`config.mk`:
```
export PLATFORM = sky130hd
export DESIGN_NAME = acm_merge
export DESIGN_NICKNAME = d
export VERILOG_FILES = /design/src/rtl/acm_pkg.sv /design/src/rtl/acm_merge.sv
export SDC_FILE = /design/constraint.sdc
export NUM_CORES = 2
export LEC_CHECK = 0
export BUFFER_PORTS_ARGS = -buffer_cell sky130_fd_sc_hd__buf_2
export CAP_MARGIN = 30
export CELL_PAD_IN_SITES_DETAIL_PLACEMENT = 1
export CELL_PAD_IN_SITES_GLOBAL_PLACEMENT = 2
export CORE_MARGIN = 2
export CORE_UTILIZATION = 42
export CTS_CLUSTER_SIZE = 10
export DETAILED_ROUTE_END_ITERATION = 16
export PLACE_DENSITY = 0.9
export SYNTH_ARGS = -nofsm -noshare
export SYNTH_HDL_FRONTEND = slang
export SYNTH_SLANG_ARGS = --single-unit
```
`constraint.sdc`:
```
create_clock -name clk -period 12.7 [get_ports clk]
set_input_delay 0 -clock clk [delete_from_list [all_inputs] [get_ports clk]]
set_output_delay 0 -clock clk [all_outputs]
set_load 0.01 [all_outputs]
```
`src/rtl/acm_pkg.sv`:
```
// ----------------------------------------------------------------------------
// acm_pkg
// Types, constants and the reciprocal table of the audio channel mixer.
// ----------------------------------------------------------------------------
`default_nettype none

package acm_pkg;

  localparam int SAMPLE_W    = 16;
  localparam int NARROW_W    = 8;
  localparam int LANES_DEF   = 8;
  localparam int LANES_MAX   = 16;
  localparam int CNT_OUT_W   = 4;
  localparam int CFG_IDX_W   = 4;
  localparam int CFG_DATA_W  = 4;
  localparam int MAX_CH_W    = 4;
  localparam int RECIP_SHIFT = 24;
  localparam int RECIP_W     = 24;
  localparam int RECIP_IDX_W = $clog2(LANES_MAX + 1);

  localparam logic [MAX_CH_W-1:0] MAX_CH_RESET = MAX_CH_W'(4);

  typedef enum logic [CFG_IDX_W-1:0] {
    REG_BLEND_MODE,
    REG_SAMPLE_WIDTH,
    REG_LANE_LIMIT,
    REG_SELECT_OLDEST
  } acm_reg_t;

  typedef enum logic {
    MIX_FAST,
    MIX_QUALITY
  } acm_mix_t;

  typedef enum logic {
    WIDTH_8,
    WIDTH_16
  } acm_width_t;

  // per-frame control that travels with the data
  typedef struct packed {
    acm_mix_t   mode;
    acm_width_t width;
    logic       last;
  } acm_ctl_t;

  // load enables of the four pipeline stages
  typedef struct packed {
    logic s1;
    logic s2;
    logic s3;
    logic s4;
  } acm_en_t;

  // ceil(2^24 / d); exact truncating quotient for dividends below 2^20
  function automatic logic [RECIP_W-1:0] recip_lookup(input logic [RECIP_IDX_W-1:0] d);
    logic [RECIP_W-1:0] r;
    case (d)
      RECIP_IDX_W'(2):  r = RECIP_W'(8388608);
      RECIP_IDX_W'(3):  r = RECIP_W'(5592406);
      RECIP_IDX_W'(4):  r = RECIP_W'(4194304);
      RECIP_IDX_W'(5):  r = RECIP_W'(3355444);
      RECIP_IDX_W'(6):  r = RECIP_W'(2796203);
      RECIP_IDX_W'(7):  r = RECIP_W'(2396746);
      RECIP_IDX_W'(8):  r = RECIP_W'(2097152);
      RECIP_IDX_W'(9):  r = RECIP_W'(1864136);
      RECIP_IDX_W'(10): r = RECIP_W'(1677722);
      RECIP_IDX_W'(11): r = RECIP_W'(1525202);
      RECIP_IDX_W'(12): r = RECIP_W'(1398102);
      RECIP_IDX_W'(13): r = RECIP_W'(1290556);
      RECIP_IDX_W'(14): r = RECIP_W'(1198373);
      RECIP_IDX_W'(15): r = RECIP_W'(1118482);
      RECIP_IDX_W'(16): r = RECIP_W'(1048576);
      // zero and one lane bypass the divider
      default:          r = '0;
    endcase
    return r;
  endfunction

endpackage

`default_nettype wire

```
`src/rtl/acm_merge.sv`:
```
// ----------------------------------------------------------------------------
// acm_merge
// Wide sum and divide for quality mode, lane quotient sum for fast mode,
// and the final result register.
// ----------------------------------------------------------------------------
`default_nettype none

module acm_merge #(
  parameter int LANES = acm_pkg::LANES_DEF
) (
  input  logic                                 clk,
  input  acm_pkg::acm_en_t                     en,
  input  logic signed [acm_pkg::SAMPLE_W-1:0]  smp [LANES],
  input  logic [$clog2(LANES+1)-1:0]           cnt,
  input  acm_pkg::acm_ctl_t                    ctl,
  input  logic signed [acm_pkg::SAMPLE_W-1:0]  quot [LANES],
  output logic signed [acm_pkg::SAMPLE_W-1:0]  mixed_sample_r,
  output logic [acm_pkg::CNT_OUT_W-1:0]        lanes_mixed_r,
  output logic                                 end_of_buffer_r
);

  localparam int CNT_W  = $clog2(LANES + 1);
  localparam int SUM_W  = acm_pkg::SAMPLE_W + $clog2(LANES);
  localparam int PROD_W = SUM_W + acm_pkg::RECIP_W;
  localparam int SW     = acm_pkg::SAMPLE_W;
  localparam int NW     = acm_pkg::NARROW_W;

  logic signed [SUM_W-1:0]  sum;
  logic signed [SUM_W-1:0]  sum2_r;
  logic [CNT_W-1:0]         cnt2_r;
  acm_pkg::acm_ctl_t        ctl2_r;
  logic [SUM_W-1:0]         mag2;
  logic [acm_pkg::RECIP_W-1:0] recip2;

  logic [PROD_W-1:0]        qprod3_r;
  logic                     qneg3_r;
  logic [SW-1:0]            sum3_r;
  logic [CNT_W-1:0]         cnt3_r;
  acm_pkg::acm_ctl_t        ctl3_r;

  logic [SW-1:0]            fsum;
  logic [SW-1:0]            qq;
  logic [SW-1:0]            res;
  logic [SW-1:0]            res_ext;

  always_comb begin
    sum = '0;
    for (int i = 0; i < LANES; i++) begin
      sum = sum + SUM_W'(smp[i]);
    end
  end

  assign mag2   = sum2_r[SUM_W-1] ? SUM_W'(-sum2_r) : SUM_W'(sum2_r);
  assign recip2 = acm_pkg::recip_lookup(acm_pkg::RECIP_IDX_W'(cnt2_r));

  // fast mode wraps at the sample width, low bits are all that matter
  always_comb begin
    fsum = '0;
    for (int i = 0; i < LANES; i++) begin
      fsum = fsum + SW'(quot[i]);
    end
  end

  assign qq = qprod3_r[acm_pkg::RECIP_SHIFT +: SW];

  always_comb begin
    if (cnt3_r <= CNT_W'(1)) begin
      // zero lanes sum to zero, one lane sums to its own sample
      res = sum3_r;
    end else if (ctl3_r.mode == acm_pkg::MIX_FAST) begin
      res = fsum;
    end else begin
      res = qneg3_r ? SW'(-qq) : qq;
    end
    if (ctl3_r.width == acm_pkg::WIDTH_16) begin
      res_ext = res;
    end else begin
      res_ext = {{(SW-NW){res[NW-1]}}, res[NW-1:0]};
    end
  end

  always_ff @(posedge clk) begin
    if (en.s2) begin
      sum2_r <= sum;
      cnt2_r <= cnt;
      ctl2_r <= ctl;
    end
    if (en.s3) begin
      qprod3_r <= PROD_W'(mag2) * PROD_W'(recip2);
      qneg3_r  <= sum2_r[SUM_W-1];
      sum3_r   <= sum2_r[SW-1:0];
      cnt3_r   <= cnt2_r;
      ctl3_r   <= ctl2_r;
    end
    if (en.s4) begin
      mixed_sample_r  <= $signed(res_ext);
      lanes_mixed_r   <= acm_pkg::CNT_OUT_W'(cnt3_r);
      end_of_buffer_r <= ctl3_r.last;
    end
  end

endmodule

`default_nettype wire

```
# Yosys cells after proc, flatten, opt, wreduce, memory -nomap -nowiden

Memory sizes are Yosys's and may differ from the RTL's. A register that Yosys moved wholly into a read port is not among the register bits.
Cells that the tools add are included.

Add/sub/neg operators: 16
Multiplexer cells: 6
Multipliers: 1
Magnitude comparators: 1

Operators by type and width:

| operator                                            | number |
|---|---|
| adder 16 bit                                        | 7 |
| adder 19 x 16 -> 19 bit                             | 4 |
| two-way mux 16 bit                                  | 4 |
| multiplier 19 x 24 -> 40 bit                        | 1 |
| adder 18 x 16 -> 19 bit                             | 1 |
| two-way mux 19 bit                                  | 1 |
| negator 19 bit                                      | 1 |
| adder 17 x 16 -> 18 bit                             | 1 |
| adder 16 x 16 -> 17 bit                             | 1 |
| negator 16 bit                                      | 1 |
| <= comparator 4 x 1 -> 1 bit, second input constant | 1 |
| two-way mux 4 bit                                   | 1 |

Memories kept: 1
Bits in registers: 111
Logic and storage cells: 40
Output and inout port bits: 21
Bits of input ports: 268
ROM bits: 384

Memory list:

| name             | words | bits a word | read ports | clocked after Yosys merged registers in | wr ports | RTL line      | text |
|---|---|---|---|---|---|---|---|
| (name not given) | 16    | 24          | 1          | 1                                       | 0        | acm_pkg.sv:58 | `case (d)` |

# Depth between registers and ports, before layout

Word-level depth: 10
Depth in mapped cells: 31

# Least setup slack after synthesis

No wires, ideal clock.

Kind: reg2reg
From: register sum2_r[0]
To: register qprod3_r[39] (data pin)
Required time: 12.444 ns
Setup slack: 4.619 ns
Cell stages (with the launch flop): 30
Path buffers: 3
Period minus slack after synthesis: 8.081 ns
Library setup time: 0.256 ns
Arrival time: 7.825 ns
Path through: edfxtp_1 > clkbuf_1 > inv_1 > ha_1 > or4b_4 > or3_4 > o31ai_1 > xnor2_1 > clkbuf_1 > nand2_1 > fa_1 > fa_1 > fa_1 > inv_1 > fa_1 > fa_1 > inv_1 > fa_1 > inv_1 > ha_1 > a21o_1 > a211o_1 > nor4_1 > o21ai_0 > and3_1 > clkbuf_1 > a211o_1 > a31oi_1 > nor2_1 > o211a_1

Longest elaborated chain between the ends: 3

Ends and longest elaborated chain:

| item                             | RTL line        | text |
|---|---|---|
| start, declared                  | acm_merge.sv:29 | `logic signed [SUM_W-1:0] sum2_r;` |
| start signal, assigned           | acm_merge.sv:84 | `sum2_r <= sum;` |
| negator 19 bit                   | acm_merge.sv:53 | `assign mag2 = sum2_r[SUM_W-1] ? SUM_W'(-sum2_r) : SUM_W'(sum2_r);` |
| two-way mux 19 bit (*)           | acm_merge.sv:53 |  |
| multiplier 19 x 24 -> 40 bit (*) | acm_merge.sv:89 | `qprod3_r <= PROD_W'(mag2) * PROD_W'(recip2);` |
| end signal, assigned             | acm_merge.sv:89 |  |
| end, declared                    | acm_merge.sv:35 | `logic [PROD_W-1:0] qprod3_r;` |

Mark *: on every way between the ends. The rest lies on a longest branch, timed or not.
A chain may end at the register's enable or synchronous reset.

# Worst setup path after layout

Ends and elaborated chain as after synthesis.

==> impl_metrics.toml <==
[routing]
met1_length_mm = 27.7
drc = 0
wl_met3_mm = 3.70
viasPerCell = 5.05
wl_per_cell_microns = 19.5
first_iter_violations = 930
vias = 17663
route.met2.wl_mm = 35.1
postRouteAntennaNets = 0
dr.pass1.iters = 5
totalWireLength_mm = 68.3
top_layer = "met4"

[yosys]
syn-num-nets = 3454
ys_seq_elements = 108
synth_compound_area_share_pct = 4.81
synth_top_flop_cell = "edfxtp_1"
synth-edff-count = 87
netlist_area_sq_mm = 0.0239
synth_top_area_share_pct = 46.6
synth_cell_types = 58
synth_fa_ha_area_share_pct = 54.5
async_reset_ff_share_pct = 0
synth_warnings = 0
synth_top_family_by_area = "adder cells"
yosys.area_share.simple_pct = 11.7
synth_xor_xnor_area_share_pct = 3.21
syn-instance-count = 2480
avgSynthCellArea_sq_um = 9.63
ys_top_cells_by_area = "fa_1, inv_1, edfxtp_1"
synth_area_leader_cell = "fa_1"
ys_seq_area_share_pct = 12.7
muxShareOfSynthArea_pct = 0.482

[setup_path]
worstSetupPathType = "flip-flop to flip-flop"
cp-end-kind = "flip-flop"
crit_fanout = 24
cp.arrival_ps = 9440
crit_path_max_incr_delay_ps = 590
worstSetupStartpointType = "flip-flop"
crit_path_frequent_cell = "fa_1"
cpMaxStageDelayCell = "fa_1"
crit_required_ps = 12820
regToRegStartpoint = "sum2_r[0]$_DFFE_PP_"
startpoint = "sum2_r[0]$_DFFE_PP_"

[placement]
gp_congestion = 0.910
dp_hpwl_mm = 57.0
place.port_buffers = 287

[sta]
clock-skew-final_ps = 8.35
min_period_over_period_pct = 73.3
clock.fmax_mhz = 107
setup-tns-final_ps = 0
setup_viol = 0
finalHoldViolations = 0
finalCriticalPeriod_ps = 9310
rsz0062_at_grt = "no"
slew_headroom_pct = 27.3
drv_slew = 0
worst_slew_pin_slew_ps = 1090

[clock_network]
cts_setup_buffers = 0
insertion_delay_ps = 370
cts_tree = "done"
cts_resized = 0
cts_buffer_depth = 2
clock-root-buffer = "clkbuf_16"
clkSinkCount = 108
ctsHoldBuffers = 7
cts.reportedPaths.clkPinSlew_ps = 70
cts_max_level = 3
cts_buffers = 9

[die]
ios = 289
die_x_microns = 242
start_util_pct = 42.4
die_area_sq_mm = 0.0588
dieHeight_microns = 242
rows = 87
coreArea_sq_mm = 0.0563

[global_route]
grt_max_degree = 41
grt_first_pass_wirelength_mm = 110
grt_pass1_vias = 20645
grtUsageTotal_pct = 24.2
grt-ovfl-total = 0
antenna_found_initial = 7

[finish]
mostFrequentLayoutCells = "inv_1, fa_1, nand2_1, buf_2, ha_1"
final_common_cell = "inv_1"
drive_gt1_share_pct = 12.9
fin_nets = 3704
area_growth_pct = 11.8

[flow_run]
cap_violations = 0

[run_status]
status = "finished, final reports clean"

[min_path]
hp-class = "input port to flip-flop"
hp-start = "smp[112]"
## registers in the layout, indices dropped and copies added, names as in the netlist
| register | cells |
|---|---|
| cnt2_r | 4 |
| sum3_r | 16 |
| lanes_mixed_r | 4 |
| mixed_sample_r | 16 |
| sum2_r | 19 |
| cnt3_r | 4 |
| recip2 | 21 |
| qprod3_r | 16 |
| end_of_buffer_r | 1 |
| ctl3_r | 3 |
| qneg3_r | 1 |
| ctl2_r | 3 |
## area by class of cell
type | instances | area [sq um]
flip-flops and latches | 108 | 3030
fillers | 6520 | 29600
well taps | 756 | 946
clock buffers | 11 | 243
repair buffers | 332 | 1920
inverters | 710 | 2670
clock inverters | 5 | 32.5
diodes | 6 | 15.0
multi-input cells | 1569 | 17800
## path summary, 6_finish.rpt
check        slack (ps)  depth (start not counted)                        end
min reg2reg         420                          0  end_of_buffer_r$_DFFE_PP_
min                  60                          3        sum2_r[0]$_DFFE_PP_
max                3390                         28     qprod3_r[39]$_DFFE_PP_
max reg2reg        3390                         28     qprod3_r[39]$_DFFE_PP_
## worst max-delay path, delay by kind of cell, from the launching register on
kind	cells	cell delay, ps
xor+xnor	1	160
simple gates	6	1880
buf+inv	6	880
fa+ha+maj	8	3680
compound gates	7	2070
flops	1	360
## synthesized netlist by cell type, types with 10 or more instances
master,number
o21ai_0,52
a21oi_1,45
inv_1,710
o31ai_1,12
fa_1,556
xnor2_1,68
and2_1,142
and3_1,11
edfxtp_1,87
nand3_1,17
nor3_1,20
nand2_1,304
buf_1,13
dfxtp_1,21
xor2_1,17
nor2_1,42
ha_1,150
a21o_1,10
clkbuf_1,79
## stage by stage
step                      cells  setup WS, ps  util, %  hold slack [ps]  area, sq um
after global routing       3497          3030     47.4             63.2        26700
final                      3497          3390     47.4             57.4        26700
after floorplan            2480          4620        -             98.9        23900
after global placement     3458          3720     46.4              177        26100
after CTS                  3489          3420     47.3             54.2        26600
after detailed placement   3466          3440     46.7              179        26300
## per-layer routing
layer / track usage, % / vias up
li1: - / 7776
met3: 2.47 / 101
met4: 5.81 / 0
met5: 0 / -
met1: 31.6 / 9278
met2: 43.3 / 508
## logic make-up after synthesis
logic type,Yosys count
AOI/OAI and AO/OA,180
xor gates and xnor gates,86
adders and majority gates,706
buffers and inverters,803
DFF,108
muxes,11
and+or+nand+nor,586
Power is left out: the tool's default activity adds up to more than one toggle a clock period on the data nets, which glitch-free logic cannot reach.
