File: src/rtl/acm_pkg.sv
// ----------------------------------------------------------------------------
// acm_pkg
// Types, constants and the reciprocal table of the audio channel mixer.
// ----------------------------------------------------------------------------
`default_nettype none

package acm_pkg;

  localparam int SAMPLE_W    = 16;
  localparam int NARROW_W    = 8;
  localparam int LANES_DEF   = 8;
  localparam int LANES_MAX   = 16;
  localparam int CNT_OUT_W   = 4;
  localparam int CFG_IDX_W   = 4;
  localparam int CFG_DATA_W  = 4;
  localparam int MAX_CH_W    = 4;
  localparam int RECIP_SHIFT = 24;
  localparam int RECIP_W     = 24;
  localparam int RECIP_IDX_W = $clog2(LANES_MAX + 1);

  localparam logic [MAX_CH_W-1:0] MAX_CH_RESET = MAX_CH_W'(4);

  typedef enum logic [CFG_IDX_W-1:0] {
    REG_BLEND_MODE,
    REG_SAMPLE_WIDTH,
    REG_LANE_LIMIT,
    REG_SELECT_OLDEST
  } acm_reg_t;

  typedef enum logic {
    MIX_FAST,
    MIX_QUALITY
  } acm_mix_t;

  typedef enum logic {
    WIDTH_8,
    WIDTH_16
  } acm_width_t;

  // per-frame control that travels with the data
  typedef struct packed {
    acm_mix_t   mode;
    acm_width_t width;
    logic       last;
  } acm_ctl_t;

  // load enables of the four pipeline stages
  typedef struct packed {
    logic s1;
    logic s2;
    logic s3;
    logic s4;
  } acm_en_t;

  // ceil(2^24 / d); exact truncating quotient for dividends below 2^20
  function automatic logic [RECIP_W-1:0] recip_lookup(input logic [RECIP_IDX_W-1:0] d);
    logic [RECIP_W-1:0] r;
    case (d)
      RECIP_IDX_W'(2):  r = RECIP_W'(8388608);
      RECIP_IDX_W'(3):  r = RECIP_W'(5592406);
      RECIP_IDX_W'(4):  r = RECIP_W'(4194304);
      RECIP_IDX_W'(5):  r = RECIP_W'(3355444);
      RECIP_IDX_W'(6):  r = RECIP_W'(2796203);
      RECIP_IDX_W'(7):  r = RECIP_W'(2396746);
      RECIP_IDX_W'(8):  r = RECIP_W'(2097152);
      RECIP_IDX_W'(9):  r = RECIP_W'(1864136);
      RECIP_IDX_W'(10): r = RECIP_W'(1677722);
      RECIP_IDX_W'(11): r = RECIP_W'(1525202);
      RECIP_IDX_W'(12): r = RECIP_W'(1398102);
      RECIP_IDX_W'(13): r = RECIP_W'(1290556);
      RECIP_IDX_W'(14): r = RECIP_W'(1198373);
      RECIP_IDX_W'(15): r = RECIP_W'(1118482);
      RECIP_IDX_W'(16): r = RECIP_W'(1048576);
      // zero and one lane bypass the divider
      default:          r = '0;
    endcase
    return r;
  endfunction

endpackage

`default_nettype wire

File: src/rtl/acm_select.sv
// ----------------------------------------------------------------------------
// acm_select
// Ranks the active lanes, applies the channel limit and sign extends samples.
// ----------------------------------------------------------------------------
`default_nettype none

module acm_select #(
  parameter int LANES = acm_pkg::LANES_DEF
) (
  input  logic                                    clk,
  input  logic                                    en,
  input  logic [LANES-1:0][acm_pkg::SAMPLE_W-1:0] sample_lane,
  input  logic [LANES-1:0]                        active_mask,
  input  logic                                    last_in_buffer,
  input  acm_pkg::acm_mix_t                       blend_mode,
  input  acm_pkg::acm_width_t                     sample_width,
  input  logic [acm_pkg::MAX_CH_W-1:0]            lane_limit,
  input  logic                                    select_oldest,
  output logic signed [acm_pkg::SAMPLE_W-1:0]     smp_r [LANES],
  output logic [$clog2(LANES+1)-1:0]              cnt_r,
  output acm_pkg::acm_ctl_t                       ctl_r
);

  localparam int CNT_W = $clog2(LANES + 1);
  localparam int CMP_W = (CNT_W > acm_pkg::MAX_CH_W) ? CNT_W : acm_pkg::MAX_CH_W;

  logic [CNT_W-1:0]                    rank [LANES];
  logic [LANES-1:0]                    sel;
  logic [LANES-1:0]                    ahead;
  logic signed [acm_pkg::SAMPLE_W-1:0] ext [LANES];
  logic signed [acm_pkg::SAMPLE_W-1:0] smp_nxt [LANES];

  always_comb begin
    for (int i = 0; i < LANES; i++) begin
      // lanes that come earlier in the selection order
      for (int j = 0; j < LANES; j++) begin
        ahead[j] = active_mask[j] && (select_oldest ? (j > i) : (j < i));
      end
      rank[i] = CNT_W'($countones(ahead));
      sel[i]  = active_mask[i] &&
                ((lane_limit == '0) || (CMP_W'(rank[i]) < CMP_W'(lane_limit)));
      if (sample_width == acm_pkg::WIDTH_16) begin
        ext[i] = $signed(sample_lane[i]);
      end else begin
        ext[i] = $signed({{(acm_pkg::SAMPLE_W-acm_pkg::NARROW_W){sample_lane[i][acm_pkg::NARROW_W-1]}},
                          sample_lane[i][acm_pkg::NARROW_W-1:0]});
      end
      smp_nxt[i] = sel[i] ? ext[i] : '0;
    end
  end

  always_ff @(posedge clk) begin
    if (en) begin
      for (int i = 0; i < LANES; i++) begin
        smp_r[i] <= smp_nxt[i];
      end
      cnt_r <= CNT_W'($countones(sel));
      ctl_r <= '{mode: blend_mode, width: sample_width, last: last_in_buffer};
    end
  end

endmodule

`default_nettype wire

File: config.mk
export PLATFORM = sky130hd
export DESIGN_NAME = acm_select
export DESIGN_NICKNAME = d
export VERILOG_FILES = /design/src/rtl/acm_pkg.sv /design/src/rtl/acm_select.sv
export SDC_FILE = /design/constraint.sdc
export NUM_CORES = 1
export LEC_CHECK = 0
export BUFFER_PORTS_ARGS = -buffer_cell sky130_fd_sc_hd__buf_4
export CAP_MARGIN = 10
export CORE_MARGIN = 2
export CORE_UTILIZATION = 51
export CTS_CLUSTER_DIAMETER = 30
export DETAILED_ROUTE_END_ITERATION = 16
export GPL_TIMING_DRIVEN = 1
export PLACE_DENSITY = 0.82
export SYNTH_ARGS = -nofsm -noshare
export SYNTH_HDL_FRONTEND = slang
export SYNTH_SLANG_ARGS = --single-unit
File: constraint.sdc
create_clock -name clk -period 16.7 [get_ports clk]
set_clock_uncertainty 0.15 [all_clocks]
set_input_delay 2.505 -clock clk [delete_from_list [all_inputs] [get_ports clk]]
set_output_delay 2.505 -clock clk [all_outputs]
set_load 0.1 [all_outputs]
=== Word level (Yosys, flattened, before mapping) ===
Cells that the tools add are included.
Widths: inputs -> output; s select.

* Reduce and logical (&&, ||, !) cells: 31
* Muxes and demuxes: 10
* Add/sub/neg operators: 31
* $lt $le $gt $ge: 8

{| class="wikitable"
|+ Operators by type and width
! cell !! number
|-
| $mux 16 || 8
|-
| $lt 4x4->1 || 8
|-
| $logic_and 1x1->1 || 22
|-
| $add 1x1->2 || 10
|-
| $add 1x2->3 || 4
|-
| $add 2x1->3 || 4
|-
| $add 2x2->3 || 4
|-
| $add 3x3->4 || 3
|-
| $add 4x4->4 || 3
|-
| $add 4x3->4 || 2
|-
| $logic_or 1x1->1 || 8
|-
| $add 3x4->4 || 1
|-
| $logic_not 4->1 || 1
|-
| $mux 1 || 2
|}

* Word-level logic and storage cells: 92
* Input port bits: 146
* Flip-flop bits (word level): 135

=== Depth between registers and ports, before layout ===
* Depth in word-level cells: 11
* Gate-level depth with buffers: 25
* Mapped depth without buffers: 22

=== Least setup slack after synthesis ===
OpenSTA, ideal clock, no wires.

* Path kind: in2reg
* From: in active_mask[7]
* To: reg cnt_r[3], data pin
* Setup slack: 8917 ps
* Library setup time: 254 ps
* Data arrival time: 7380 ps
* Stages on the path: 22
* Path buffers: 2
* Path through: clkbuf_1 -> clkbuf_1 -> nand2_1 -> inv_1 -> ha_1 -> inv_1 -> fa_1 -> inv_1 -> fa_1 -> fa_1 -> xor2_1 -> ha_1 -> o211ai_1 -> o21ai_1 -> a21bo_2 -> fa_1 -> inv_1 -> ha_1 -> ha_1 -> ha_1 -> a21o_1 -> a21o_1

* Longest elaborated chain between the ends: 10
* Elaborated cells on any way between the ends: 42
* Those cells by class: add/sub: 19; order compare: 7; reduce/logical: 16

{| class="wikitable"
|+ RTL lines
! element !! RTL line !! RTL
|-
| start, declared || acm_select.sv:13 || <nowiki>input logic [LANES-1:0] active_mask,</nowiki>
|-
| $logic_and 1x1->1 || acm_select.sv:37 || <nowiki>ahead[j] = active_mask[j] && (select_oldest ? (j > i) : (j < i));</nowiki>
|-
| $add 1x1->2 (not written as such) || acm_select.sv:39 || <nowiki>rank[i] = CNT_W'($countones(ahead));</nowiki>
|-
| $add 2x2->3 (not written as such) or $add 1x2->3 (tied branches) || acm_select.sv:39 ||
|-
| $add 4x4->4 (not written as such), or another cell as far along || acm_select.sv:39 ||
|-
| $lt 4x4->1 || acm_select.sv:41 || <nowiki>((lane_limit == '0) || (CMP_W'(rank[i]) < CMP_W'(lane_limit)));</nowiki>
|-
| $logic_or 1x1->1 || acm_select.sv:41 ||
|-
| $logic_and 1x1->1 || acm_select.sv:40 || <nowiki>sel[i] = active_mask[i] &&</nowiki>
|-
| $add 1x1->2 (not written as such) || acm_select.sv:57 || <nowiki>cnt_r <= CNT_W'($countones(sel));</nowiki>
|-
| $add 2x2->3 (not written as such) || acm_select.sv:57 ||
|-
| $add 4x4->4 (not written as such) * || acm_select.sv:57 ||
|-
| end signal, assigned || acm_select.sv:57 ||
|-
| end, declared || acm_select.sv:20 || <nowiki>output logic [$clog2(LANES+1)-1:0] cnt_r,</nowiki>
|}

Mark *: on every way between the ends. The rest lies on a longest branch, timed or not.
A chain may end at the register's enable or synchronous reset.

=== Worst setup path in the final report ===
* From: in active_mask[0]
* To: reg cnt_r[3], data pin

* Longest elaborated chain between the ends: 10
* Elaborated cells on any way between the ends: 42
* Those cells by class: add/sub: 19; order compare: 7; reduce/logical: 16

{| class="wikitable"
|+ RTL lines
! element !! RTL line !! RTL
|-
| $logic_and 1x1->1 || acm_select.sv:37 ||
|-
| $add 1x1->2 (not written as such) || acm_select.sv:39 ||
|-
| $add 2x2->3 (not written as such) || acm_select.sv:39 ||
|-
| $add 3x3->4 (not written as such) || acm_select.sv:39 ||
|-
| $lt 4x4->1 || acm_select.sv:41 ||
|-
| $logic_or 1x1->1 || acm_select.sv:41 ||
|-
| $logic_and 1x1->1 || acm_select.sv:40 ||
|-
| named net sel[5] || acm_select.sv:28 || <nowiki>logic [LANES-1:0] sel;</nowiki>
|-
| $add 1x1->2 (not written as such) || acm_select.sv:57 ||
|-
| $add 2x2->3 (not written as such) || acm_select.sv:57 ||
|-
| $add 4x4->4 (not written as such) || acm_select.sv:57 ||
|}

The timed path passes the listed nets, and every way through them passes these cells.

==> qor.csv <==
stage,metric,value,unit
timing,maxSlewViolCount,0,
clocking,holdBufCountCts,0,
finish,postLayoutCoreUtil,69.9,%
setup_path,crit_path_max_fanout,18,
die,ioPinCount,281,
drt,drt-initial-drc-count,550,
placed_design,place_hpwl,15200,um
timing,tightest_slew,1.29,ns
clocking,cts-resized-gates,0,
yosys,synth_area,7930,sq um
clocking,cts-root-buf,clkbuf_16,
die,num_rows,45,
power,vdd_drop_max,0.0757,mV
die,die_w,129,um
timing,max_slew_margin,13.4,%
placed_design,dp_cells,1126,
finish,drive_gt1_share,39.9,%
die,core_area,15200,sq um
worst_hold_path,min_to,ctl_r[0],
global_routing,grt_max_degree,82,
setup_path,cpPeakStageDelay,0.66,ns
clocking,cts.clk_slew.worst_paths,0.06,ns
setup_path,crit_type,input pin to flip-flop,
drt,drtAntennaViolNets,0,
clocking,post_cts_buffers,0,
worst_hold_path,hold_class,input pin to flip-flop,
clocking,cts_made_buffers,17,
setup_path,cp_common_cell,ha_1,
yosys,synth_flop_cell,edfxtp_1,
timing,rsz0062_at_grt,false,
clocking,tritoncts,built,
finish,final_cells,1159,
timing,period_needed,7.66,ns
setup_path,critPathArrivalTime,7.68,ns
yosys,synth-seq-area-share,51.1,%
die,dieArea,16600,sq um
power,power.density,120,nW/um^2
flow_run,maxCapViolCount,0,
drt,wire_per_inst,18.6,um
timing,setup_viol,0,
yosys,synthArstFlopShare,0,%
drt,wl,21500,um
global_routing,overflow,0,
clocking,cts_sinks,135,
placed_design,gp_congestion,0.847,
yosys,ys_warn_count,0,
yosys,avgSynthCellArea,11.3,sq um
timing,clock.fmax,131,MHz
timing,hold_viol,0,
finish,synthToLayoutAreaGrowth,34.0,%
global_routing,antenna_found_initial,0,
setup_path,worstSetupStartpointType,input pin,
yosys,yosys.area.top_type,edfxtp_1,
timing,fin_crit_sh,45.9,%
yosys,syn-num-nets,919,
drt,firstDrtPassIters,6,
yosys,synth_cells,699,
global_routing,first_global_vias,6230,
yosys,synth_cell_type_count,27,
yosys,synth_top_area_share,51.1,%
setup_path,cp_data_required_time,16.72,ns
finish,mostFrequentLayoutCell,buf_4,
die,start_util,52.2,%
finish,layout.nets,1178,
clocking,cts_max_level,4,
timing,finalSetupTns,0,ns
finish,final_cell_mix,"buf_4, a21oi_1, edfxtp_1, nand2_1, mux2_2",
drt,viasPerCell,5.54,
yosys,ys_ff_latch,135,
setup_path,critPathTopFamily,adder cells,
worst_hold_path,hold-path-cell-count,1,
setup_path,cp_slowest_cell,fa_1,
drt,drc,0,
yosys,synth.area.top_cells,"edfxtp_1, mux2_2, ha_1, a21oi_1, nand2_1",
placed_design,io_buffer_count,280,
drt,vias,6416,
yosys,synth-edff-count,135,
setup_path,cp_num_buf_inv,6,
finish,antenna_cells,0,
global_routing,track_usage,25.7,%
finish,fill_cells,1114,
worst_hold_path,hold_start,last_in_buffer,
clocking,cts.path.max_buffers,2,
global_routing,grt_pass1_wl,32700,um
setup_path,endpoint_kind,flip-flop,
outcome,status,completed,
setup_path,worstPathCellList,buf_4 -> nor2b_1 -> ha_1 -> inv_1 -> fa_1 -> inv_1 -> fa_1 -> inv_1 -> fa_1 -> inv_1 -> ha_1 -> o211ai_1 -> o21ai_1 -> buf_4 -> a21boi_0 -> fa_1 -> ha_1 -> ha_1 -> ha_1 -> a21o_1 -> a21o_1,
power,power_leakage,4.76,nW
die,die_y,129,um
-- cells in the mapped netlist (3+ instances only) --
| library cell | number |
|---|---|
| and3b_1 | 3 |
| inv_1 | 33 |
| nand2_1 | 132 |
| fa_1 | 18 |
| o211ai_1 | 8 |
| mux2_2 | 64 |
| a21o_1 | 5 |
| a21boi_0 | 5 |
| xnor2_1 | 10 |
| a21bo_2 | 3 |
| a21oi_1 | 139 |
| buf_6 | 5 |
| maj3_1 | 3 |
| and2_1 | 3 |
| o21a_1 | 3 |
| nor2b_1 | 8 |
| nand2b_1 | 4 |
| nor3b_1 | 5 |
| ha_1 | 56 |
| edfxtp_1 | 135 |
| clkbuf_1 | 33 |
| buf_2 | 9 |
| o21ai_1 | 8 |
-- state kept, by name, summed over array words and instances (netlist names) --
register and cells:
smp_r 128, cnt_r 4, ctl_r 3
-- worst max-delay path by stage --
stage	depth (start not counted)	slack, ns	end	from
after detailed placement	21	8.33	cnt_r[3]	active_mask[7]
after floorplan	22	8.92	cnt_r[3]	active_mask[7]
after global placement	23	8.47	cnt_r[3]	active_mask[7]
final	21	9.04	cnt_r[3]	active_mask[0]
after global routing	21	8.71	cnt_r[2]	active_mask[0]
after CTS	21	8.77	cnt_r[3]	active_mask[7]
-- cell families after synthesis --
logic type | synth area share [%]
AOI/OAI and AO/OA | 11.9
DFF | 51.1
xor gates and xnor gates | 1.33
buffers and inverters | 4.50
adders and majority gates | 13.8
muxes | 9.09
and+or+nand+nor | 8.33
-- routing by layer --
metal / GRT usage, % / part of all wire [%] / wire length [um] / vias to the layer above
met5: 0 / 0 / 0 / -
met4: 12.8 / 4.3 / 933 / 0
met3: 5.16 / 6.2 / 1330 / 61
met2: 43.0 / 51 / 10900 / 280
met1: 32.1 / 39 / 8330 / 3061
li1: - / - / - / 3014
-- metrics by stage --
step	area [sq um]	setup slack (ns)	hold WS [ns]	total power [mW]
after floorplan	7930	8.92	2.45	0.825
after global placement	10100	8.47	2.53	0.949
after detailed placement	10100	8.33	2.54	0.958
after CTS	10600	8.77	2.09	1.28
after global routing	10600	8.71	2.09	1.33
final	10600	9.04	2.10	1.28
-- layout make-up --
class,count,area [sq um],area share (%)
clock buffers,19,433,4.08
clock inverters,13,85.1,0.801
inverters,33,124,1.17
multi-input cells,482,3520,33.2
flip-flops and latches,135,4050,38.2
well taps,188,235,2.21
repair buffers,289,2170,20.4
-- power breakdown --
part / switching (mW) / internal (mW)
logic: 0.389 / 0.131
clock network: 0.139 / 0.187
registers: 0.0112 / 0.421
total: 0.540 / 0.739
Note: power is estimated with default switching activity, not from simulation.
