<file path="src/rtl/acm_pkg.sv">
// ----------------------------------------------------------------------------
// acm_pkg
// Types, constants and the reciprocal table of the audio channel mixer.
// ----------------------------------------------------------------------------
`default_nettype none

package acm_pkg;

  localparam int SAMPLE_W    = 16;
  localparam int NARROW_W    = 8;
  localparam int LANES_DEF   = 8;
  localparam int LANES_MAX   = 16;
  localparam int CNT_OUT_W   = 4;
  localparam int CFG_IDX_W   = 4;
  localparam int CFG_DATA_W  = 4;
  localparam int MAX_CH_W    = 4;
  localparam int RECIP_SHIFT = 24;
  localparam int RECIP_W     = 24;
  localparam int RECIP_IDX_W = $clog2(LANES_MAX + 1);

  localparam logic [MAX_CH_W-1:0] MAX_CH_RESET = MAX_CH_W'(4);

  typedef enum logic [CFG_IDX_W-1:0] {
    REG_BLEND_MODE,
    REG_SAMPLE_WIDTH,
    REG_LANE_LIMIT,
    REG_SELECT_OLDEST
  } acm_reg_t;

  typedef enum logic {
    MIX_FAST,
    MIX_QUALITY
  } acm_mix_t;

  typedef enum logic {
    WIDTH_8,
    WIDTH_16
  } acm_width_t;

  // per-frame control that travels with the data
  typedef struct packed {
    acm_mix_t   mode;
    acm_width_t width;
    logic       last;
  } acm_ctl_t;

  // load enables of the four pipeline stages
  typedef struct packed {
    logic s1;
    logic s2;
    logic s3;
    logic s4;
  } acm_en_t;

  // ceil(2^24 / d); exact truncating quotient for dividends below 2^20
  function automatic logic [RECIP_W-1:0] recip_lookup(input logic [RECIP_IDX_W-1:0] d);
    logic [RECIP_W-1:0] r;
    case (d)
      RECIP_IDX_W'(2):  r = RECIP_W'(8388608);
      RECIP_IDX_W'(3):  r = RECIP_W'(5592406);
      RECIP_IDX_W'(4):  r = RECIP_W'(4194304);
      RECIP_IDX_W'(5):  r = RECIP_W'(3355444);
      RECIP_IDX_W'(6):  r = RECIP_W'(2796203);
      RECIP_IDX_W'(7):  r = RECIP_W'(2396746);
      RECIP_IDX_W'(8):  r = RECIP_W'(2097152);
      RECIP_IDX_W'(9):  r = RECIP_W'(1864136);
      RECIP_IDX_W'(10): r = RECIP_W'(1677722);
      RECIP_IDX_W'(11): r = RECIP_W'(1525202);
      RECIP_IDX_W'(12): r = RECIP_W'(1398102);
      RECIP_IDX_W'(13): r = RECIP_W'(1290556);
      RECIP_IDX_W'(14): r = RECIP_W'(1198373);
      RECIP_IDX_W'(15): r = RECIP_W'(1118482);
      RECIP_IDX_W'(16): r = RECIP_W'(1048576);
      // zero and one lane bypass the divider
      default:          r = '0;
    endcase
    return r;
  endfunction

endpackage

`default_nettype wire

</file>
<file path="src/rtl/acm_lane.sv">
// ----------------------------------------------------------------------------
// acm_lane
// Per-lane truncating divide by the lane count for the fast mix path.
// ----------------------------------------------------------------------------
`default_nettype none

module acm_lane (
  input  logic                                 clk,
  input  acm_pkg::acm_en_t                     en,
  input  logic signed [acm_pkg::SAMPLE_W-1:0]  smp,
  input  logic [acm_pkg::RECIP_W-1:0]          recip,
  output logic signed [acm_pkg::SAMPLE_W-1:0]  quot_r
);

  localparam int PROD_W = acm_pkg::SAMPLE_W + acm_pkg::RECIP_W;

  logic [acm_pkg::SAMPLE_W-1:0] mag;
  logic [PROD_W-1:0]            prod_r;
  logic                         neg_r;
  logic [acm_pkg::SAMPLE_W-1:0] q;

  // magnitude of the most negative sample still fits unsigned
  assign mag = smp[acm_pkg::SAMPLE_W-1] ? acm_pkg::SAMPLE_W'(-smp) : acm_pkg::SAMPLE_W'(smp);
  assign q   = prod_r[acm_pkg::RECIP_SHIFT +: acm_pkg::SAMPLE_W];

  always_ff @(posedge clk) begin
    if (en.s2) begin
      prod_r <= PROD_W'(mag) * PROD_W'(recip);
      neg_r  <= smp[acm_pkg::SAMPLE_W-1];
    end
    if (en.s3) begin
      quot_r <= neg_r ? $signed(-q) : $signed(q);
    end
  end

endmodule

`default_nettype wire

</file>
<file path="config.mk">
export PLATFORM = sky130hd
export DESIGN_NAME = acm_lane
export DESIGN_NICKNAME = d
export VERILOG_FILES = /design/src/rtl/acm_pkg.sv /design/src/rtl/acm_lane.sv
export SDC_FILE = /design/constraint.sdc
export NUM_CORES = 1
export LEC_CHECK = 0
export BUFFER_PORTS_ARGS = -buffer_cell sky130_fd_sc_hd__buf_2
export CORE_ASPECT_RATIO = 0.75
export CORE_UTILIZATION = 59
export DETAILED_ROUTE_END_ITERATION = 10
export GPL_ROUTABILITY_DRIVEN = 1
export PLACE_DENSITY = 0.8
export SYNTH_ARGS = -nofsm -noshare
export SYNTH_HDL_FRONTEND = slang
export SYNTH_SLANG_ARGS = --single-unit
</file>
<file path="constraint.sdc">
create_clock -name clk -period 7.8 [get_ports clk]
set_clock_uncertainty 0.1 [all_clocks]
set_input_delay 1.56 -clock clk [delete_from_list [all_inputs] [get_ports clk]]
set_output_delay 1.56 -clock clk [all_outputs]
set_load 0.05 [all_outputs]
</file>
Yosys cells after proc, flatten, opt, wreduce, memory -nomap -nowiden:

Index checks and enable logic that the tools add are counted.

* logic and storage cells: 8
* memories: 0
* register bits after elaboration: 57
* output and inout bits: 16
* input port bits: 45
* latch bits: 0
* bits in writable memories: 0
* bits in read-only memories: 0

* shifts and indexed selects: 0
* $lt $le $gt $ge: 0
* equal/unequal tests: 0
* $mul: 1
* reductions and logical operators: 0
* bitwise gates (word level): 0
* add/sub/neg operators: 2
* div/mod/pow operators: 0
* multiplexer cells: 2

Operators by type and width (number)
* 16-bit by 24-bit multiplier with 40-bit output: 1
* 16-bit two-way mux: 2
* 16-bit negation: 2

Depth between registers and ports, before layout:

Gate-level depths: netlist of run 1.

* depth after elaboration: 3
* gate-level depth with buffers: 29
* depth with buffers taken out: 26

Worst setup path before layout of run 1:

Ideal clock, no wire load.

* path type: input to register
* start point: input port smp[0] (netlist bit)
* end point: register prod_r[38] (data pin)
* stages on the path: 28
* arrival time: 8020 ps
* library setup time: 170 ps
* slack: -490 ps
* path through: clkbuf_1 > clkbuf_1 > inv_1 > ha_1 > nand2_1 > o21ai_0 > xnor2_1 > clkbuf_1 > nand2_1 > fa_1 > inv_1 > fa_1 > inv_1 > fa_1 > inv_1 > fa_1 > fa_1 > inv_1 > fa_1 > inv_1 > ha_1 > nand4_1 > or2_2 > o22ai_1 > o31ai_1 > a31o_2 > nor4b_2 > a311oi_2

* word-level cells in the longest chain between the ends: 3

Ends and longest elaborated chain
* start, declared: line acm_lane.sv:10 `input logic signed [acm_pkg::SAMPLE_W-1:0] smp,`
* 16-bit negation: line acm_lane.sv:23 `assign mag = smp[acm_pkg::SAMPLE_W-1] ? acm_pkg::SAMPLE_W'(-smp) : acm_pkg::SAMPLE_W'(smp);`
* 16-bit two-way mux *: line acm_lane.sv:23
* 16-bit by 24-bit multiplier with 40-bit output *: line acm_lane.sv:28 `prod_r <= PROD_W'(mag) * PROD_W'(recip);`
* end signal, assigned: line acm_lane.sv:28
* end, declared: line acm_lane.sv:18 `logic [PROD_W-1:0] prod_r;`

Every way passes the cells marked *; elsewhere a longest branch is shown, timed or not.
A chain may end at the register's enable or synchronous reset.

Worst setup path after layout of run 1:

* start point: input port smp[6] (netlist bit)
* end point: register prod_r[32] (data pin)

The elaborated chain is that of the path after synthesis.

==> impl_metrics.sql, run 1 <==
INSERT INTO impl_metrics (metric_group, metric, value, unit) VALUES
('timing', 'slew_viol_final', '0', ''),
('timing', 'finalHoldViolCount', '0', ''),
('global_routing', 'grt_pass1_vias', '12550', ''),
('hold_path', 'hold_path.class', 'flop to flop', ''),
('synth', 'mappedNetlistArea', '13900', 'um^2'),
('synth', 'synth_async_sr_flop_share', '0', ''),
('global_routing', 'track_usage', '0.319', ''),
('global_routing', 'grt_antenna_before_repair', '0', ''),
('clock_network', 'clkLatencyLatePin', '280', 'ps'),
('run_status', 'violated_checks', 'design-rule violations, negative setup slack', ''),
('final_layout', 'fraction_of_layout_instances_using_a_drive_strength_above_1', '0.206', ''),
('worst_setup_path', 'timing.critical_path.to_type', 'flop', ''),
('clock_network', 'tritoncts_buffer_count', '5', ''),
('place', 'detailedPlacementHpwl', '29.7', 'mm'),
('synth', 'synth.top_cells.by_area', 'fa_1, inv_1, ha_1, nand2_1, edfxtp_1', ''),
('floorplan', 'fp.dieArea', '24200', 'um^2'),
('timing', 'worst_path_setup_slack_after_routing', '-509', 'ps'),
('final_layout', 'syn_to_final_growth', '20.3', '%'),
('synth', 'flops_latches_synth', '33', ''),
('clock_network', 'cts-root-buf', 'clkbuf_16', ''),
('synth', 'synthesis.instances', '1582', ''),
('run_status', 'run_status', 'finished, violations left', ''),
('timing', 'rsz0062_at_grt', 'yes', ''),
('floorplan', 'core_area', '23100', 'um^2'),
('synth', 'ys_warn_count', '0', ''),
('synth', 'synth.cells.most_frequent', 'inv_1, fa_1, nand2_1', ''),
('worst_setup_path', 'startpoint_type', 'primary input', ''),
('global_routing', 'grt_first_pass_wirelength', '61.4', 'mm'),
('timing', 'max_freq', '0.120', 'GHz'),
('global_routing', 'grt_start_max_net_pins', '21', ''),
('routing', 'drt_iter0_drc', '1066', ''),
('routing', 'drt_pass1_iterations', '9', ''),
('synth', 'yosysMostFrequentCell', 'inv_1', ''),
('timing', 'period_needed', '8310', 'ps'),
('timing', 'relSlewSlack', '0.528', ''),
('routing', 'drc', '4', ''),
('worst_setup_path', 'worst-setup-path-type', 'primary input to flop', ''),
('clock_network', 'cts.reportedPaths.clkPinSlew', '50', 'ps'),
('job', 'max-cap-violations', '0', ''),
('routing', 'vias', '11659', ''),
('routing', 'drt-wirelength-per-cell', '18.3', 'um'),
('floorplan', 'rows', '48', ''),
('synth', 'yosysSeqAreaShare', '0.0711', ''),
('final_layout', 'insertedDiodeCount', '0', ''),
('synth', 'top_reg_cell_synth', 'edfxtp_1', ''),
('clock_network', 'ctsLongestPathBuffers', '2', ''),
('clock_network', 'cts_num_sinks', '33', ''),
('worst_setup_path', 'worst_ep_required', '7730', 'ps'),
('timing', 'worst_margin_pin_slew', '704', 'ps'),
('floorplan', 'floorplan.die.height', '135', 'um'),
('synth', 'synth_largest_type_area_fraction', '0.438', ''),
('synth', 'synth_area_leader_cell', 'fa_1', ''),
('global_routing', 'grt-ovfl-total', '0', ''),
('synth', 'synth_cell_types', '58', ''),
('final_layout', 'finalNetCount', '2218', ''),
('final_layout', 'end_of_flow_core_utilization', '0.727', ''),
('synth', 'syn_avg_cell_area', '8.81', 'um^2'),
('routing', 'vias_cell', '5.67', ''),
('synth', 'synth_edf_count', '33', ''),
('clock_network', 'tritoncts', 'built', ''),
('place', 'port-buffer-count', '58', ''),
('routing', 'routed_wl', '37.8', 'mm'),
('floorplan', 'boundaryPins', '61', ''),
('timing', 'final_min_period_over_clock_period', '1.07', ''),
('floorplan', 'initial_core_util', '0.604', ''),
('clock_network', 'htree_num_levels', '2', ''),
('worst_setup_path', 'worst-endpoint-arrival', '8240', 'ps'),
('routing', 'antenna_left', '0', ''),
('place', 'final_weighted_congestion_of_routability_driven_global_placement', '0.875', ''),
('timing', 'setup_viol_count_final', '16', ''),
('worst_setup_path', 'crit_fanout', '7', ''),
('floorplan', 'die-width', '179', 'um'),
('synth', 'synth_nets', '2043', ''),
('clock_network', 'cts-hold-fix-buffers', '0', '');
layout by cell type (no fill, tap or decap), drive strengths merged, types with 3 or more instances in the layout:
cell type	netlist	layout
or3	4	4
nor2	19	19
inv	383	383
a21o	27	27
o31ai	7	7
xor2	9	9
a21oi	31	31
or4	4	4
o21ai	24	24
nand2b	6	6
nor3	5	5
o21a	8	8
fa	305	305
xnor2	31	31
and4	3	3
a311oi	3	3
o211ai	6	6
clkbuf	64	6
o41ai	4	4
o21bai	4	4
edfxtp	33	33
nor4	4	4
nand3	18	18
buf	2	234
a31o	3	3
and3	11	11
nand2	283	283
and2	135	135
ha	111	111
a31oi	4	4
nand4	6	6
stage by stage:
| step | hold WS [ps] | std cells | setup WS [ps] | area, um^2 | setup TNS [ps] |
|---|---|---|---|---|---|
| floorplan | 377 | 1582 | -117 | 14200 | -221 |
| global placement | 409 | 2034 | -742 | 16000 | -10000 |
| detailed placement | 428 | 2034 | -861 | 16000 | -11640 |
| CTS | 436 | 2048 | -541 | 16500 | -7190 |
| global route | 466 | 2058 | -724 | 16800 | -9470 |
| finish | 449 | 2058 | -509 | 16800 | -6360 |
flip-flops by register name, summed over array words and instances (netlist names):
name and count:
prod_r 16, neg_r 1, quot_r 16
what timing repair did:
item                                    in CTS  in global routing
gates resized for setup                     57                 53
setup buffers                                5                 11
cloned                                       1                  0
pin swaps                                   20                 38
endpoints found under the setup margin      16                 16
per-layer routing:
metal	share of wire	track usage	vias to the layer above
li1	-	-	5082
met1	0.38	0.414	5853
met2	0.50	0.574	586
met3	0.073	0.0294	138
met4	0.041	0.0972	0
met5	0	0	-
cell type report:
class / instances / area, um^2
inverter: 383 / 1440
clock inverter: 2 / 33.8
multi-input combinational: 1100 / 12000
timing repair buffer: 234 / 1840
sequential: 33 / 991
tap: 300 / 375
fill: 1613 / 6310
clock buffer: 6 / 129
worst max-delay path, stage by stage:
cell and delay [ps]:
buf_6 90, or4_4 580, nor4_4 140, buf_4 190
nand3_4 90, buf_6 130, o21a_4 200, xor2_4 210
buf_12 160, nand2_4 50, fa_1 490, fa_1 490
inv_1 50, fa_1 490, fa_1 450, fa_1 530
inv_1 60, fa_1 500, inv_2 50, ha_4 210
a21o_1 190, a31oi_1 230, nor3_1 90, a311o_1 390
o21ba_4 250, nor4_4 270, nor3_2 70
logic make-up (layout without fill, tap and decap cells):
group,after synthesis,count (layout),synth area share
mux,3,3,0.00260
fa+ha+maj,416,416,0.538
xor+xnor,40,40,0.0251
flops,33,33,0.0711
compound gates,138,138,0.0686
simple gates,503,503,0.173
buf+inv,449,625,0.121
final timing paths:
path	start	end	slack [ps]	cells after the start
max	smp[6]	prod_r[32]$_DFFE_PP_	-510	27
min reg2reg	prod_r[39]$_DFFE_PP_	quot_r[15]$_DFFE_PP_	450	1
min	prod_r[39]$_DFFE_PP_	quot_r[15]$_DFFE_PP_	450	1
max reg2reg	prod_r[32]$_DFFE_PP_	quot_r[13]$_DFFE_PP_	5540	4
Power of run 1 is not shown: default switching activity piles up to over one toggle a cycle in this logic, so the estimate is an artifact.
==> inputs of run 2 (changes only) <==
--- a/config.mk
+++ b/config.mk
@@ -10,6 +10,7 @@
 export CORE_UTILIZATION = 59
 export DETAILED_ROUTE_END_ITERATION = 10
 export GPL_ROUTABILITY_DRIVEN = 1
+export GPL_TIMING_DRIVEN = 0
 export PLACE_DENSITY = 0.8
 export SYNTH_ARGS = -nofsm -noshare
 export SYNTH_HDL_FRONTEND = slang
==> run 2 against run 1 <==
Against the previous run: the flow still finishes with violations (design-rule violations, negative setup slack); fmax shrank 1.5%; wire length grew 6.8%; via count shrank 1.9%; clock-buffer cell count is the same; final cell count shrank 3.2%; global-route usage grew 2.7 points; register-to-register slack gained 110 ps; largest cell class unchanged; sequential share of layout area grew 0.25 points; non-clock buffer count shrank 66; design area shrank 4.1%; setup slack lost 130 ps; first-iteration DRC count shrank 1.1%.
==> impl_metrics.sql, run 2 (same netlist as run 1, synthesis figures left out) <==
INSERT INTO impl_metrics (metric_group, metric, value, unit) VALUES
('global_routing', 'grt_first_pass_wirelength', '63.6', 'mm'),
('floorplan', 'die-width', '179', 'um'),
('job', 'max-cap-violations', '0', ''),
('final_layout', 'most-common-layout-cells', 'inv_1, fa_1, nand2_1', ''),
('routing', 'drt_pass1_iterations', '8', ''),
('timing', 'post_route_setup_tns', '-8140', 'ps'),
('routing', 'vias', '11432', ''),
('worst_setup_path', 'worst-endpoint-arrival', '8440', 'ps'),
('global_routing', 'grt_pass1_vias', '12099', ''),
('hold_path', 'min_from', 'prod_r[24]$_DFFE_PP_', ''),
('place', 'final_weighted_congestion_of_routability_driven_global_placement', '1.02', ''),
('timing', 'slew_viol_final', '0', ''),
('hold_path', 'hold_path_depth', '0', ''),
('hold_path', 'hold_path.class', 'flop to flop', ''),
('place', 'pre_cts_ws', '-1490', 'ps'),
('run_status', 'run_status', 'finished, violations left', ''),
('clock_network', 'tritoncts_buffer_count', '5', ''),
('worst_setup_path', 'reg2regPathDepth', '4', ''),
('worst_setup_path', 'worst_ep_required', '7810', 'ps'),
('worst_setup_path', 'rrSetupSlack', '5650', 'ps'),
('clock_network', 'tritoncts', 'built', ''),
('worst_setup_path', 'worst-setup-path-type', 'primary input to flop', ''),
('global_routing', 'track_usage', '0.346', ''),
('clock_network', 'htree_num_levels', '2', ''),
('final_layout', 'biggestRegsByFlops', 'prod_r: 16 flops, quot_r: 16 flops, neg_r: 1 flops', ''),
('clock_network', 'cts.reportedPaths.clkPinSlew', '50', 'ps'),
('global_routing', 'grt_start_max_net_pins', '18', ''),
('clock_network', 'ctsLongestPathBuffers', '2', ''),
('final_layout', 'fillCellCount', '1752', ''),
('floorplan', 'fp.dieArea', '24200', 'um^2'),
('clock_network', 'cts_num_sinks', '33', ''),
('run_status', 'violated_checks', 'design-rule violations, negative setup slack', ''),
('floorplan', 'floorplan.die.height', '135', 'um'),
('floorplan', 'core_area', '23100', 'um^2'),
('place', 'port-buffer-count', '57', ''),
('routing', 'routed_wl', '40.3', 'mm'),
('final_layout', 'finalNetCount', '2152', ''),
('routing', 'drc', '8', ''),
('global_routing', 'grt_antenna_before_repair', '2', ''),
('worst_setup_path', 'startpoint_type', 'primary input', ''),
('global_routing', 'grt-ovfl-total', '0', ''),
('floorplan', 'rows', '48', ''),
('final_layout', 'end_of_flow_core_utilization', '0.697', ''),
('timing', 'relSlewSlack', '0.455', ''),
('clock_network', 'clkLatencyLatePin', '280', 'ps'),
('timing', 'worst_margin_pin_slew', '817', 'ps'),
('timing', 'max_freq', '0.119', 'GHz'),
('worst_setup_path', 'timing.critical_path.to_type', 'flop', ''),
('timing', 'period_needed', '8440', 'ps'),
('final_layout', 'fraction_of_layout_instances_using_a_drive_strength_above_1', '0.156', ''),
('routing', 'vias_cell', '5.74', ''),
('routing', 'drt_iter0_drc', '1054', ''),
('floorplan', 'initial_core_util', '0.604', ''),
('clock_network', 'cts-root-buf', 'clkbuf_16', ''),
('worst_setup_path', 'crit_fanout', '6', ''),
('timing', 'rsz0062_at_grt', 'yes', ''),
('timing', 'finalHoldViolCount', '0', ''),
('final_layout', 'layout_commonest_cell', 'inv_1', ''),
('floorplan', 'boundaryPins', '61', ''),
('worst_setup_path', 'timing.rr.start', 'prod_r[30]$_DFFE_PP_', ''),
('place', 'detailedPlacementHpwl', '31.9', 'mm'),
('final_layout', 'syn_to_final_growth', '15.3', '%'),
('timing', 'worst_path_setup_slack_after_routing', '-637', 'ps'),
('worst_setup_path', 'rr_endpoint', 'quot_r[13]$_DFFE_PP_', ''),
('clock_network', 'cts-hold-fix-buffers', '0', ''),
('routing', 'drt-wirelength-per-cell', '20.2', 'um'),
('hold_path', 'hold_end', 'quot_r[0]$_DFFE_PP_', ''),
('routing', 'antenna_left', '0', ''),
('timing', 'final_min_period_over_clock_period', '1.08', ''),
('timing', 'setup_viol_count_final', '16', '');
[run 2: worst max-delay path, stage by stage]
cell	delay, ps
buf_8	110
or4_4	560
nor4_4	290
nand3_2	170
o21a_4	240
xor2_4	300
buf_8	180
buf_12	110
and2_1	140
fa_1	450
fa_2	550
fa_1	430
fa_2	430
fa_1	520
inv_1	70
fa_1	530
inv_2	70
ha_4	280
nand4_1	160
buf_4	190
or2_4	230
o22ai_4	150
o31ai_2	90
a31o_2	280
nor4b_4	140
a311oi_2	190
[run 2: repair_timing]
item                       in CTS  in global routing
setup buffers                  29                 18
setup endpoints to repair      16                 16
cloned                          1                  1
resized for setup             105                 83
pin swaps                      36                 37
[run 2: area by class of cell]
type                    instances  area, um^2  area share
multi-input cells            1100       11900       0.744
inverters                     383        1440      0.0895
flip-flops and latches         33         991      0.0617
repair buffers                106         743      0.0462
plain buffers                  62         437      0.0272
well taps                     300         375      0.0234
clock buffers                   6         129     0.00802
diodes                          2        5.00    0.000311
clock inverters                 1        3.75    0.000234
[run 2: through the flow]
stage	area, um^2	cells	hold WS [ps]
2_1_floorplan	14200	1582	377
3_3_place_gp	14900	1939	414
3_5_place_dp	14900	1939	411
4_1_cts	15700	1973	422
5_1_grt	16100	1991	447
6_report	16100	1993	430
[run 2: worst max path at each step]
stage                       start              endpoint  cells past startpoint  slack [ps]
after detailed placement  smp[15]  prod_r[39]$_DFFE_PP_                     22       -1490
after global routing       smp[5]  prod_r[34]$_DFFE_PP_                     27        -720
after CTS                  smp[7]  prod_r[35]$_DFFE_PP_                     27        -630
after floorplan            smp[0]  prod_r[38]$_DFFE_PP_                     25        -120
after global placement    smp[15]  prod_r[39]$_DFFE_PP_                     22       -1370
final                      smp[7]  prod_r[38]$_DFFE_PP_                     26        -640
[run 2: routing by layer]
layer | up-vias | GRT usage | wire length (um)
met3 | 125 | 0.0828 | 4560
met5 | - | 0 | 0
met1 | 5682 | 0.457 | 15600
met2 | 663 | 0.557 | 18400
met4 | 0 | 0.138 | 1790
li1 | 4962 | - | -
Power of run 2 is left out for the same reason.
